## config.mk

```make
export PLATFORM = sky130hd
export DESIGN_NAME = checkpoint_dwell_tracker_unit
export DESIGN_NICKNAME = d
export VERILOG_FILES = /design/src/sv/cdt_pkg.sv /design/src/sv/checkpoint_dwell_tracker_unit.sv /design/src/sv/cdt_run_tracker.sv /design/src/sv/cdt_cell.sv
export SDC_FILE = /design/constraint.sdc
export NUM_CORES = 2
export LEC_CHECK = 0
export ABC_CLOCK_PERIOD_IN_PS = 7700
export BUFFER_PORTS_ARGS = -buffer_cell sky130_fd_sc_hd__clkbuf_2
export CORE_ASPECT_RATIO = 0.7
export CORE_MARGIN = 4
export CORE_UTILIZATION = 45
export CTS_CLUSTER_SIZE = 25
export DETAILED_ROUTE_END_ITERATION = 12
export GPL_TIMING_DRIVEN = 0
export PLACE_DENSITY = 0.66
export SLEW_MARGIN = 25
export SYNTH_ARGS = -nofsm -noshare
export SYNTH_HDL_FRONTEND = slang
export SYNTH_SLANG_ARGS = --single-unit
```

## constraint.sdc

```tcl
create_clock -name clk -period 7.7 [get_ports clk]
set_input_delay 0.77 -clock clk [delete_from_list [all_inputs] [get_ports clk]]
set_output_delay 0.77 -clock clk [all_outputs]
set_load 0.005 [all_outputs]
```

## src/sv/cdt_pkg.sv

```systemverilog
// cdt_pkg: shared widths, config and token types for the checkpoint dwell tracker.
// No dependencies; imported by every module of the block.
package cdt_pkg;

    localparam int NUM_DAMS      = 8;
    localparam int LENGTH_BITS   = 12;
    localparam int POSITION_BITS = 10;

    // Result item always carries eight dwell fields; slots at or above NUM_DAMS read zero.
    localparam int OUT_FIELDS  = 8;
    localparam int REG_COUNT   = 8;
    localparam int SLOT_BITS   = $clog2(OUT_FIELDS);
    localparam int CFG_IDX_BITS = $clog2(REG_COUNT);
    localparam int KEY_BITS    = POSITION_BITS + 1;

    localparam int IN_TDATA_W  = ((POSITION_BITS + 7) / 8) * 8;
    localparam int OUT_TDATA_W = ((OUT_FIELDS * LENGTH_BITS + 7) / 8) * 8;

    localparam logic [LENGTH_BITS-1:0] LEN_MAX = {LENGTH_BITS{1'b1}};
    localparam logic [LENGTH_BITS-1:0] LEN_ONE = LENGTH_BITS'(1);

    // Write strobe and data for one cell's checkpoint register.
    typedef struct packed {
        logic                     we;
        logic [POSITION_BITS-1:0] data;
    } cdt_cfg_t;

    // Token walking down the cell chain: up to two run closes per item,
    // plus the dwell slots gathered on the way for a last-day item.
    typedef struct packed {
        logic                                   valid;
        logic                                   last;
        logic                                   close1;
        logic [KEY_BITS-1:0]                    key1;
        logic [LENGTH_BITS-1:0]                 len1;
        logic                                   close2;
        logic [KEY_BITS-1:0]                    key2;
        logic [LENGTH_BITS-1:0]                 len2;
        logic [OUT_FIELDS-1:0][LENGTH_BITS-1:0] dwell;
    } cdt_token_t;

endpackage

```

## src/sv/checkpoint_dwell_tracker_unit.sv

```systemverilog
// checkpoint_dwell_tracker_unit: top level of the checkpoint dwell tracker.
// Depends on cdt_pkg, cdt_run_tracker and cdt_cell.
//
// Takes one end-of-day position per item (tdata[9:0], tlast marks the last
// day of a track) and run-length encodes it. Every run that closes is checked
// against the checkpoint positions written on the cfg port (index i =
// checkpoint i, zero = unused); a match with run position + 1 sets that
// checkpoint's dwell to the run length (saturating at 4095), later matches
// overwrite earlier ones. The last day of a track closes the final run and
// yields one result item holding all eight dwell counts; the block then
// starts the next track from a clean state. Rate: one item per clock while
// the chain is not stalled. From input to result an item passes a run
// tracker stage, one stage per checkpoint cell in the chain, and the output
// register. The chain stalls as a whole only while a result sits in the
// output register and the sink is not ready. Write cfg only while no track is
// moving through the chain.
module checkpoint_dwell_tracker_unit (
    input  logic                               clk,
    input  logic                               rst_n,
    // config write port
    input  logic                               cfg_we,
    input  logic [cdt_pkg::CFG_IDX_BITS-1:0]   cfg_index,
    input  logic [cdt_pkg::POSITION_BITS-1:0]  cfg_data,
    // input stream
    input  logic                               s_axis_tvalid,
    output logic                               s_axis_tready,
    input  logic [cdt_pkg::IN_TDATA_W-1:0]     s_axis_tdata,  // [9:0] position
    input  logic                               s_axis_tlast,  // last_day
    // result stream
    output logic                               m_axis_tvalid,
    input  logic                               m_axis_tready,
    output logic [cdt_pkg::OUT_TDATA_W-1:0]    m_axis_tdata   // delay_at_dam_0..7, 12b each
);
    import cdt_pkg::*;

    cdt_token_t                             chain [0:NUM_DAMS];
    logic                                   adv;
    logic                                   out_valid_reg, out_valid_next;
    logic [OUT_FIELDS-1:0][LENGTH_BITS-1:0] out_data_reg;
    cdt_token_t                             tail;

    // whole chain moves unless a result is stuck at the output
    assign adv           = !out_valid_reg || m_axis_tready;
    assign s_axis_tready = adv;

    cdt_run_tracker u_run (
        .clk      (clk),
        .rst_n    (rst_n),
        .adv      (adv),
        .in_valid (s_axis_tvalid),
        .in_pos   (s_axis_tdata[POSITION_BITS-1:0]),
        .in_last  (s_axis_tlast),
        .tok      (chain[0])
    );

    // one cell per checkpoint; each owns its cfg register and dwell count
    for (genvar k = 0; k < NUM_DAMS; k++)
    begin : g_cell
        cdt_cfg_t cell_cfg;
        assign cell_cfg.we   = cfg_we && (cfg_index == CFG_IDX_BITS'(k));
        assign cell_cfg.data = cfg_data;

        cdt_cell u_cell (
            .clk     (clk),
            .rst_n   (rst_n),
            .adv     (adv),
            .slot_id (SLOT_BITS'(k)),
            .cfg     (cell_cfg),
            .tok_in  (chain[k]),
            .tok_out (chain[k+1])
        );
    end

    assign tail = chain[NUM_DAMS];

    // only last-day tokens produce a result
    always_comb
    begin
        out_valid_next = out_valid_reg;
        if (adv)
        begin
            out_valid_next = tail.valid && tail.last;
        end
    end

    always_ff @(posedge clk or negedge rst_n)
    begin
        if (!rst_n)
        begin
            out_valid_reg <= 1'b0;
        end
        else
        begin
            out_valid_reg <= out_valid_next;
        end
    end

    always_ff @(posedge clk)
    begin
        if (adv && tail.valid && tail.last)
        begin
            out_data_reg <= tail.dwell;
        end
    end

    assign m_axis_tvalid = out_valid_reg;
    assign m_axis_tdata  = OUT_TDATA_W'(out_data_reg);

    a_result_from_last: assert property (@(posedge clk) disable iff (!rst_n)
        $rose(m_axis_tvalid) |-> $past(adv && tail.valid && tail.last))
        else $error("result item without a last-day token");

endmodule

```

## src/sv/cdt_run_tracker.sv

```systemverilog
// cdt_run_tracker: run-length encoder at the head of the chain.
// Depends on cdt_pkg; issues one token per accepted item.
module cdt_run_tracker (
    input  logic                              clk,
    input  logic                              rst_n,
    input  logic                              adv,
    input  logic                              in_valid,
    input  logic [cdt_pkg::POSITION_BITS-1:0] in_pos,
    input  logic                              in_last,
    output cdt_pkg::cdt_token_t               tok
);
    import cdt_pkg::*;

    logic                     run_open_reg, run_open_next;
    logic [POSITION_BITS-1:0] run_pos_reg, run_pos_next;
    logic [LENGTH_BITS-1:0]   run_len_reg, run_len_next;
    cdt_token_t               tok_reg, tok_next;
    logic                     accept;
    logic [POSITION_BITS-1:0] new_pos;
    logic [LENGTH_BITS-1:0]   new_len;

    assign accept = in_valid && adv;

    always_comb
    begin
        tok_next        = '0;
        tok_next.valid  = accept;
        tok_next.last   = in_last;
        new_pos         = in_pos;
        new_len         = LEN_ONE;
        if (run_open_reg && (in_pos == run_pos_reg))
        begin
            new_len = (run_len_reg < LEN_MAX) ? run_len_reg + LEN_ONE : run_len_reg;
        end
        else if (run_open_reg)
        begin
            // position moved: the open run closes before the new one starts
            tok_next.close1 = 1'b1;
            tok_next.key1   = KEY_BITS'(run_pos_reg) + KEY_BITS'(1);
            tok_next.len1   = run_len_reg;
        end
        tok_next.close2 = in_last;
        tok_next.key2   = KEY_BITS'(new_pos) + KEY_BITS'(1);
        tok_next.len2   = new_len;

        run_open_next = run_open_reg;
        run_pos_next  = run_pos_reg;
        run_len_next  = run_len_reg;
        if (accept)
        begin
            run_open_next = !in_last;
            run_pos_next  = in_last ? '0 : new_pos;
            run_len_next  = in_last ? '0 : new_len;
        end
    end

    always_ff @(posedge clk or negedge rst_n)
    begin
        if (!rst_n)
        begin
            run_open_reg <= 1'b0;
            run_pos_reg  <= '0;
            run_len_reg  <= '0;
            tok_reg      <= '0;
        end
        else
        begin
            run_open_reg <= run_open_next;
            run_pos_reg  <= run_pos_next;
            run_len_reg  <= run_len_next;
            if (adv)
            begin
                tok_reg <= tok_next;
            end
        end
    end

    assign tok = tok_reg;

    a_open_len_nonzero: assert property (@(posedge clk) disable iff (!rst_n)
        run_open_reg |-> (run_len_reg != '0))
        else $error("open run with zero length");

    a_last_closes_run: assert property (@(posedge clk) disable iff (!rst_n)
        (accept && in_last) |=> (!run_open_reg && tok_reg.valid && tok_reg.close2))
        else $error("last-day item did not close the run");

endmodule

```

## src/sv/cdt_cell.sv

```systemverilog
// cdt_cell: one checkpoint of the chain; holds its position and dwell count.
// Depends on cdt_pkg; consumes and forwards one token per advance.
module cdt_cell (
    input  logic                          clk,
    input  logic                          rst_n,
    input  logic                          adv,
    input  logic [cdt_pkg::SLOT_BITS-1:0] slot_id,
    input  cdt_pkg::cdt_cfg_t             cfg,
    input  cdt_pkg::cdt_token_t           tok_in,
    output cdt_pkg::cdt_token_t           tok_out
);
    import cdt_pkg::*;

    logic [POSITION_BITS-1:0] dam_reg;
    logic [LENGTH_BITS-1:0]   dwell_reg, dwell_next, dwell_upd;
    cdt_token_t               tok_reg, tok_next;
    logic                     hit1, hit2;

    assign hit1 = tok_in.close1 && (dam_reg != '0) && (KEY_BITS'(dam_reg) == tok_in.key1);
    assign hit2 = tok_in.close2 && (dam_reg != '0) && (KEY_BITS'(dam_reg) == tok_in.key2);

    always_comb
    begin
        // second close is the later run, so it wins
        dwell_upd = dwell_reg;
        if (hit1)
        begin
            dwell_upd = tok_in.len1;
        end
        if (hit2)
        begin
            dwell_upd = tok_in.len2;
        end
        tok_next                = tok_in;
        tok_next.dwell[slot_id] = dwell_upd;
        dwell_next              = dwell_reg;
        if (tok_in.valid)
        begin
            dwell_next = tok_in.last ? '0 : dwell_upd;
        end
    end

    always_ff @(posedge clk or negedge rst_n)
    begin
        if (!rst_n)
        begin
            dam_reg   <= '0;
            dwell_reg <= '0;
            tok_reg   <= '0;
        end
        else
        begin
            if (cfg.we)
            begin
                dam_reg <= cfg.data;
            end
            if (adv)
            begin
                dwell_reg <= dwell_next;
                tok_reg   <= tok_next;
            end
        end
    end

    assign tok_out = tok_reg;

    a_last_clears: assert property (@(posedge clk) disable iff (!rst_n)
        (adv && tok_in.valid && tok_in.last) |=> (dwell_reg == '0))
        else $error("dwell count not cleared after track end");

endmodule
```

## Yosys cells after proc, flatten, opt, wreduce, memory -nomap -nowiden

Cells that the tools add are included.

| storage, ports and cells | value |
|---|---|
| flip-flop bits (word level) | 1122 |
| bits in latches | 0 |
| bits in writable memories | 0 |
| ROM bits | 0 |
| bits of input ports | 35 |
| logic and storage cells | 245 |
| memories | 0 |

| cells by class | value |
|---|---|
| add/subtract/negate cells | 3 |
| $mul | 0 |
| divide/modulo/power cells | 0 |
| $lt $le $gt $ge | 1 |
| eq/ne operators | 24 |
| shifts and indexed selects | 0 |
| muxes and demuxes | 30 |
| bitwise logic cells | 0 |
| reduce and logical (&&, ||, !) cells | 65 |

Operators with widths:

| operator | number |
|---|---|
| two-way mux 12 bit | 27 |
| == test 10 x 11 -> 1 bit | 16 |
| nonzero test 10 bit | 8 |
| two-way mux 24 bit | 2 |
| logical AND 1 bit | 45 |
| adder 10 x 1 -> 11 bit, second input constant | 2 |
| AND reduction 2 bit | 8 |
| adder 12 x 1 -> 12 bit, second input constant | 1 |
| == test 3 bit, second input constant | 4 |
| less-than comparator 12 bit, second input constant | 1 |
| == test 10 bit | 1 |
| two-way mux 10 bit | 1 |
| == test 3 x 2 -> 1 bit, second input constant | 2 |
| == test 3 x 1 -> 1 bit, second input constant | 1 |
| logical NOT 3 bit | 1 |
| logical NOT 1 bit | 2 |
| logical OR 1 bit | 1 |

## Logic depth before layout (Yosys ltp)

| logic depth | value |
|---|---|
| depth in word-level cells | 6 |
| gate-level depth with buffers | 9 |

## Modules after synthesis

From an unflattened synthesis, not the netlist that was laid out.

| unflattened totals | value |
|---|---|
| cells, all modules | 5166 |
| area, all modules | 67659.9 sq um |

Modules (own cells, without submodules):

| module | times used | cells each | area an instance (sq um) | seq. area each (sq um) |
|---|---|---|---|---|
| cdt_cell | 8 | 576 | 7553.5 | 4204.0 |
| cdt_run_tracker | 1 | 442 | 4225.3 | 1801.7 |
| checkpoint_dwell_tracker_unit | 1 | 116 | 3006.6 | 2907.8 |

## Least setup slack after synthesis

Ideal clock, no wire load.

| path | value |
|---|---|
| path kind | in2reg |
| start | input port m_axis_tready |
| end | register out_data_reg (netlist bit m_axis_tdata[0]), enable pin |
| arrival time | 5.412 ns |
| path slack | 1.736 ns |
| stages | 5 |
| path buffers | 3 |
| path through | nor2b_1 > buf_2 > clkbuf_1 > clkbuf_1 > nor2_1 |

| on the way | value |
|---|---|
| cells in the longest elaborated chain, start to end | 3 |

RTL lines:

| element | line | source |
|---|---|---|
| from (decl) | checkpoint_dwell_tracker_unit.sv:31 | `input logic m_axis_tready,` |
| logical OR 1 bit | checkpoint_dwell_tracker_unit.sv:43 | `assign adv = !out_valid_reg \|\| m_axis_tready;` |
| logical AND 1 bit (2 in a row) | checkpoint_dwell_tracker_unit.sv:100 | `if (adv && tail.valid && tail.last)` |
| to (signal assigned) | checkpoint_dwell_tracker_unit.sv:102 | `out_data_reg <= tail.dwell;` |
| to (decl) | checkpoint_dwell_tracker_unit.sv:39 | `logic [OUT_FIELDS-1:0][LENGTH_BITS-1:0] out_data_reg;` |

No other way between the ends.
A chain may end at the register's enable or synchronous reset.

## Worst setup path in the final report

| path | value |
|---|---|
| start | register out_valid_reg, in the netlist m_axis_tvalid |
| end | output port s_axis_tready |

| on the way | value |
|---|---|
| cells in the longest elaborated chain, start to end | 2 |

RTL lines:

| element | line | source |
|---|---|---|
| from (decl) | checkpoint_dwell_tracker_unit.sv:38 | `logic out_valid_reg, out_valid_next;` |
| from (signal assigned) | checkpoint_dwell_tracker_unit.sv:94 | `out_valid_reg <= out_valid_next;` |
| logical NOT 1 bit | checkpoint_dwell_tracker_unit.sv:43 |  |
| logical OR 1 bit | checkpoint_dwell_tracker_unit.sv:43 |  |
| to (decl) | checkpoint_dwell_tracker_unit.sv:26 | `output logic s_axis_tready,` |

No other way between the ends.

==> results.md <==
- Worst-margin pin slew: 1080 ps
- FF+latch count, synth: 1122
- Top post-synthesis cells by area: dfrtp_1, nand2_1, edfxtp_1
- Final ANT Viol Nets: 0
- Cell Rows: 97
- Die area: 0.107 mm^2
- Post-synth ARST share: 91.4%
- Clk_skew: 63.1 ps
- Clk sinks: 1122
- Post-synthesis compound-gate area fraction: 5.67%
- CP max FO: 10
- # hold bufs at CTS: 0
- Yosys cell types: 56
- TNS Setup: 0 ps
- Hold Path Class: in -> async
- Worst r2r path cells: 7
- Max Slew Vio Count: 0
- 1st-pass router iterations: 6
- CP Cell Sequence: nor2b_1 -> inv_2 -> buf_2 -> buf_2 -> clkbuf_1 -> clkbuf_2 -> clkbuf_2
- Htree depth: 3
- Initial antenna violation count: 2
- Commonest cells after routing, fill and taps aside: nand2_1, dfrtp_1, clkbuf_1, xor2_1, clkbuf_2
- CP required: 6930 ps
- Slew HR: 28.2%
- Setup violations, final: 0
- Share of layout cells above drive strength 1: between 10% and 20%
- Reg-to-reg startpoint: m_axis_tvalid
- Internal: 12100 uW
- Fillers: 9148
- Die Y: 275 um
- Fmax achieved: approximately 0.21 GHz
- Post-Syn Instances: between 4000 and 5000
- Die W: a little under 400 um
- R2R Path End: m_axis_tdata[55]
- Delay-heaviest family, CP: buffers and inverters
- PD cells: 348 mW/mm^2
- Post-synth top area cell: dfrtp_1
- Final Net Count: 4942
- Startpoint Class: register
- Worst setup EP type: output port
- Fin area: 0.0525 mm^2
- Final cell count without fillers: 6328
- Synth top area share: a little under three fifths
- P_leak: 0.0268 uW
- Synth Area in XOR/XNOR: 3.66%
- Resized cells post-CTS: 0
- CTS tree: built
- Mux cell area share after synthesis: about 3.6%
- Vias/cell: 5.32
- Vias post-DR: around 34000
- Hold Vio Cnt, Final: 0
- Part of the power in registers: around 48%
- Clk pwr share: a little under a third
- Avg Cell Area, Syn: about 9.9 um^2
- Largest register FFs: 777
- Area grow syn2layout: 14.2%
- DR iter-0 viols: 3150
- GPL Wtd Cong: 0.910
- Commonest non-fill, non-tap cell in the layout: nand2_1
- Top FF cell, synth: dfrtp_1
- DRC Markers: 0
- Worst Path Arrival: 3990 ps
- RSZ-0062 raised after global routing: false
- Setup bufs post-CTS: 0
- FF-to-FF setup slack: 3930 ps
- Total Routed Length: about 120000 um
- EDFF count, synth: 96
- Syn Std Cell Area: 0.0460 mm^2
- PortBufs: 123
- CTS root buf: clkbuf_16
- Post-layout min period: 4760 ps
- Net Sw Frac: 33.6%
- Syn_nets: 4693
- Main combinational cell family by area after synthesis: simple AND/OR/NAND/NOR gates
- Post-DP HPWL: 90800 um
- Final period util: 61.9%
- Vias in the first global route: 32646
- Slowest stage delay, CP: 770 ps
- Routed len/inst: 19.4 um
- GRT Total Usage: 23.1%
- Crit path kind: reg -> out
- Num CTS Buffers: 106
- Outcome: complete, no violations
- Post-synthesis sequential area ratio: 62.1%
- Clock Latency Late Sink: 740 ps
- First-pass GRT wire length: slightly below 200000 um
- Antenna cell count: 0
- Logic pwr share: 21.5%
- Max Cap Violations: 0
- Ys Warns: 0
- NetSw: 6120 uW
- Synth Area in Adders: less than 1%
- Gr ovfl total: 0
- Post-layout util: 52.1%
- Clk buf depth: 3
- Placed instance count: approximately 6100
- Placed instance area: 0.0487 mm^2
- Clock transition at path regs: 60 ps
- IO Pins: 133
- WP buf/inv: 6
- Simple-gate share of the synthesized area: about 22%
- Pin count of the biggest net entering global routing: 88
- Starting density of the core: 45.6%
- Peak supply drop: 0.195 mV
- CP max stage cell: clkbuf_1
- Core area: 0.101 mm^2
==> per-layer routing <==
metal / routed length [um] / up-vias / GRT usage, %
met5: 0 / - / 0
met2: 51800 / 996 / 33.7
li1: - / 15748 / -
met3: 8540 / 158 / 4.36
met1: 60100 / 16745 / 36.0
met4: 2260 / 0 / 4.87
==> metrics by stage <==
step	setup WS [ps]	hold WS [ps]	total power, uW
CTS	3010	101	18300
detailed placement	3430	431	12700
finish	2940	130	18200
floorplan	1740	425	11000
global route	2920	131	19300
global placement	-19230	432	12600
==> power by group through the flow <==
stage	Combinational (uW)	Clock [uW]	Sequential, uW
floorplan	2590	0	8420
detailed placement	3910	0	8830
finish	3920	5570	8750
global placement	3750	0	8860
CTS	3940	5670	8730
global route	4430	5920	8920
==> how the worst max path moves through the flow <==
stage / from / endpoint / slack, ps / cells past startpoint
floorplan: m_axis_tready / m_axis_tdata[0] / 1740 / 5
global route: m_axis_tvalid / s_axis_tready / 2920 / 7
CTS: m_axis_tvalid / s_axis_tready / 3010 / 7
detailed placement: m_axis_tready / s_axis_tready / 3430 / 8
finish: m_axis_tvalid / s_axis_tready / 2940 / 7
global placement: rst_n / g_cell[7].u_cell.tok_out[88] / -19230 / 1
==> cells in the mapped netlist (6+ instances only) <==
master	instances
a22o_1	12
and3_1	9
nor2_1	87
clkbuf_1	151
o221a_2	48
mux2i_1	75
xnor2_1	55
mux2_2	80
xor2_1	137
o221a_1	24
a211oi_1	62
nand3b_1	17
nand3_1	32
nor4_1	46
or3_1	24
buf_4	6
nand2_1	2185
edfxtp_1	96
buf_1	12
nand4_1	33
a21oi_1	49
dfrtp_1	1026
buf_2	79
nand2b_1	14
a31oi_1	18
nor3_1	72
o21ai_1	57
o21ai_0	62
a21boi_1	9
a21o_1	12
nor2b_1	14
==> kinds of logic after synthesis <==
logic type	count (synthesis)
simple gates	2559
flops	1122
compound gates	367
buf+inv	257
xor+xnor	192
mux	155
fa+ha+maj	3
==> worst register-to-register path: stages (launching register included) <==
cell and delay [ps]:
dfrtp_1 330, nor2b_1 720, buf_2 520, clkbuf_1 810, clkbuf_1 520, nor2_4 200, buf_12 230, buf_12 190
==> cell type report <==
cell class	count	area [um^2]	area share [%]
flip-flops and latches	1122	28600	54.4
multi-input cells	3276	16300	31.0
clock buffers	146	3040	5.78
well taps	1336	1670	3.18
plain buffers	253	1110	2.12
repair buffers	141	1100	2.09
clock inverters	50	716	1.36
inverters	4	15.0	0.0286
Note: power is estimated with default switching activity, not from simulation.
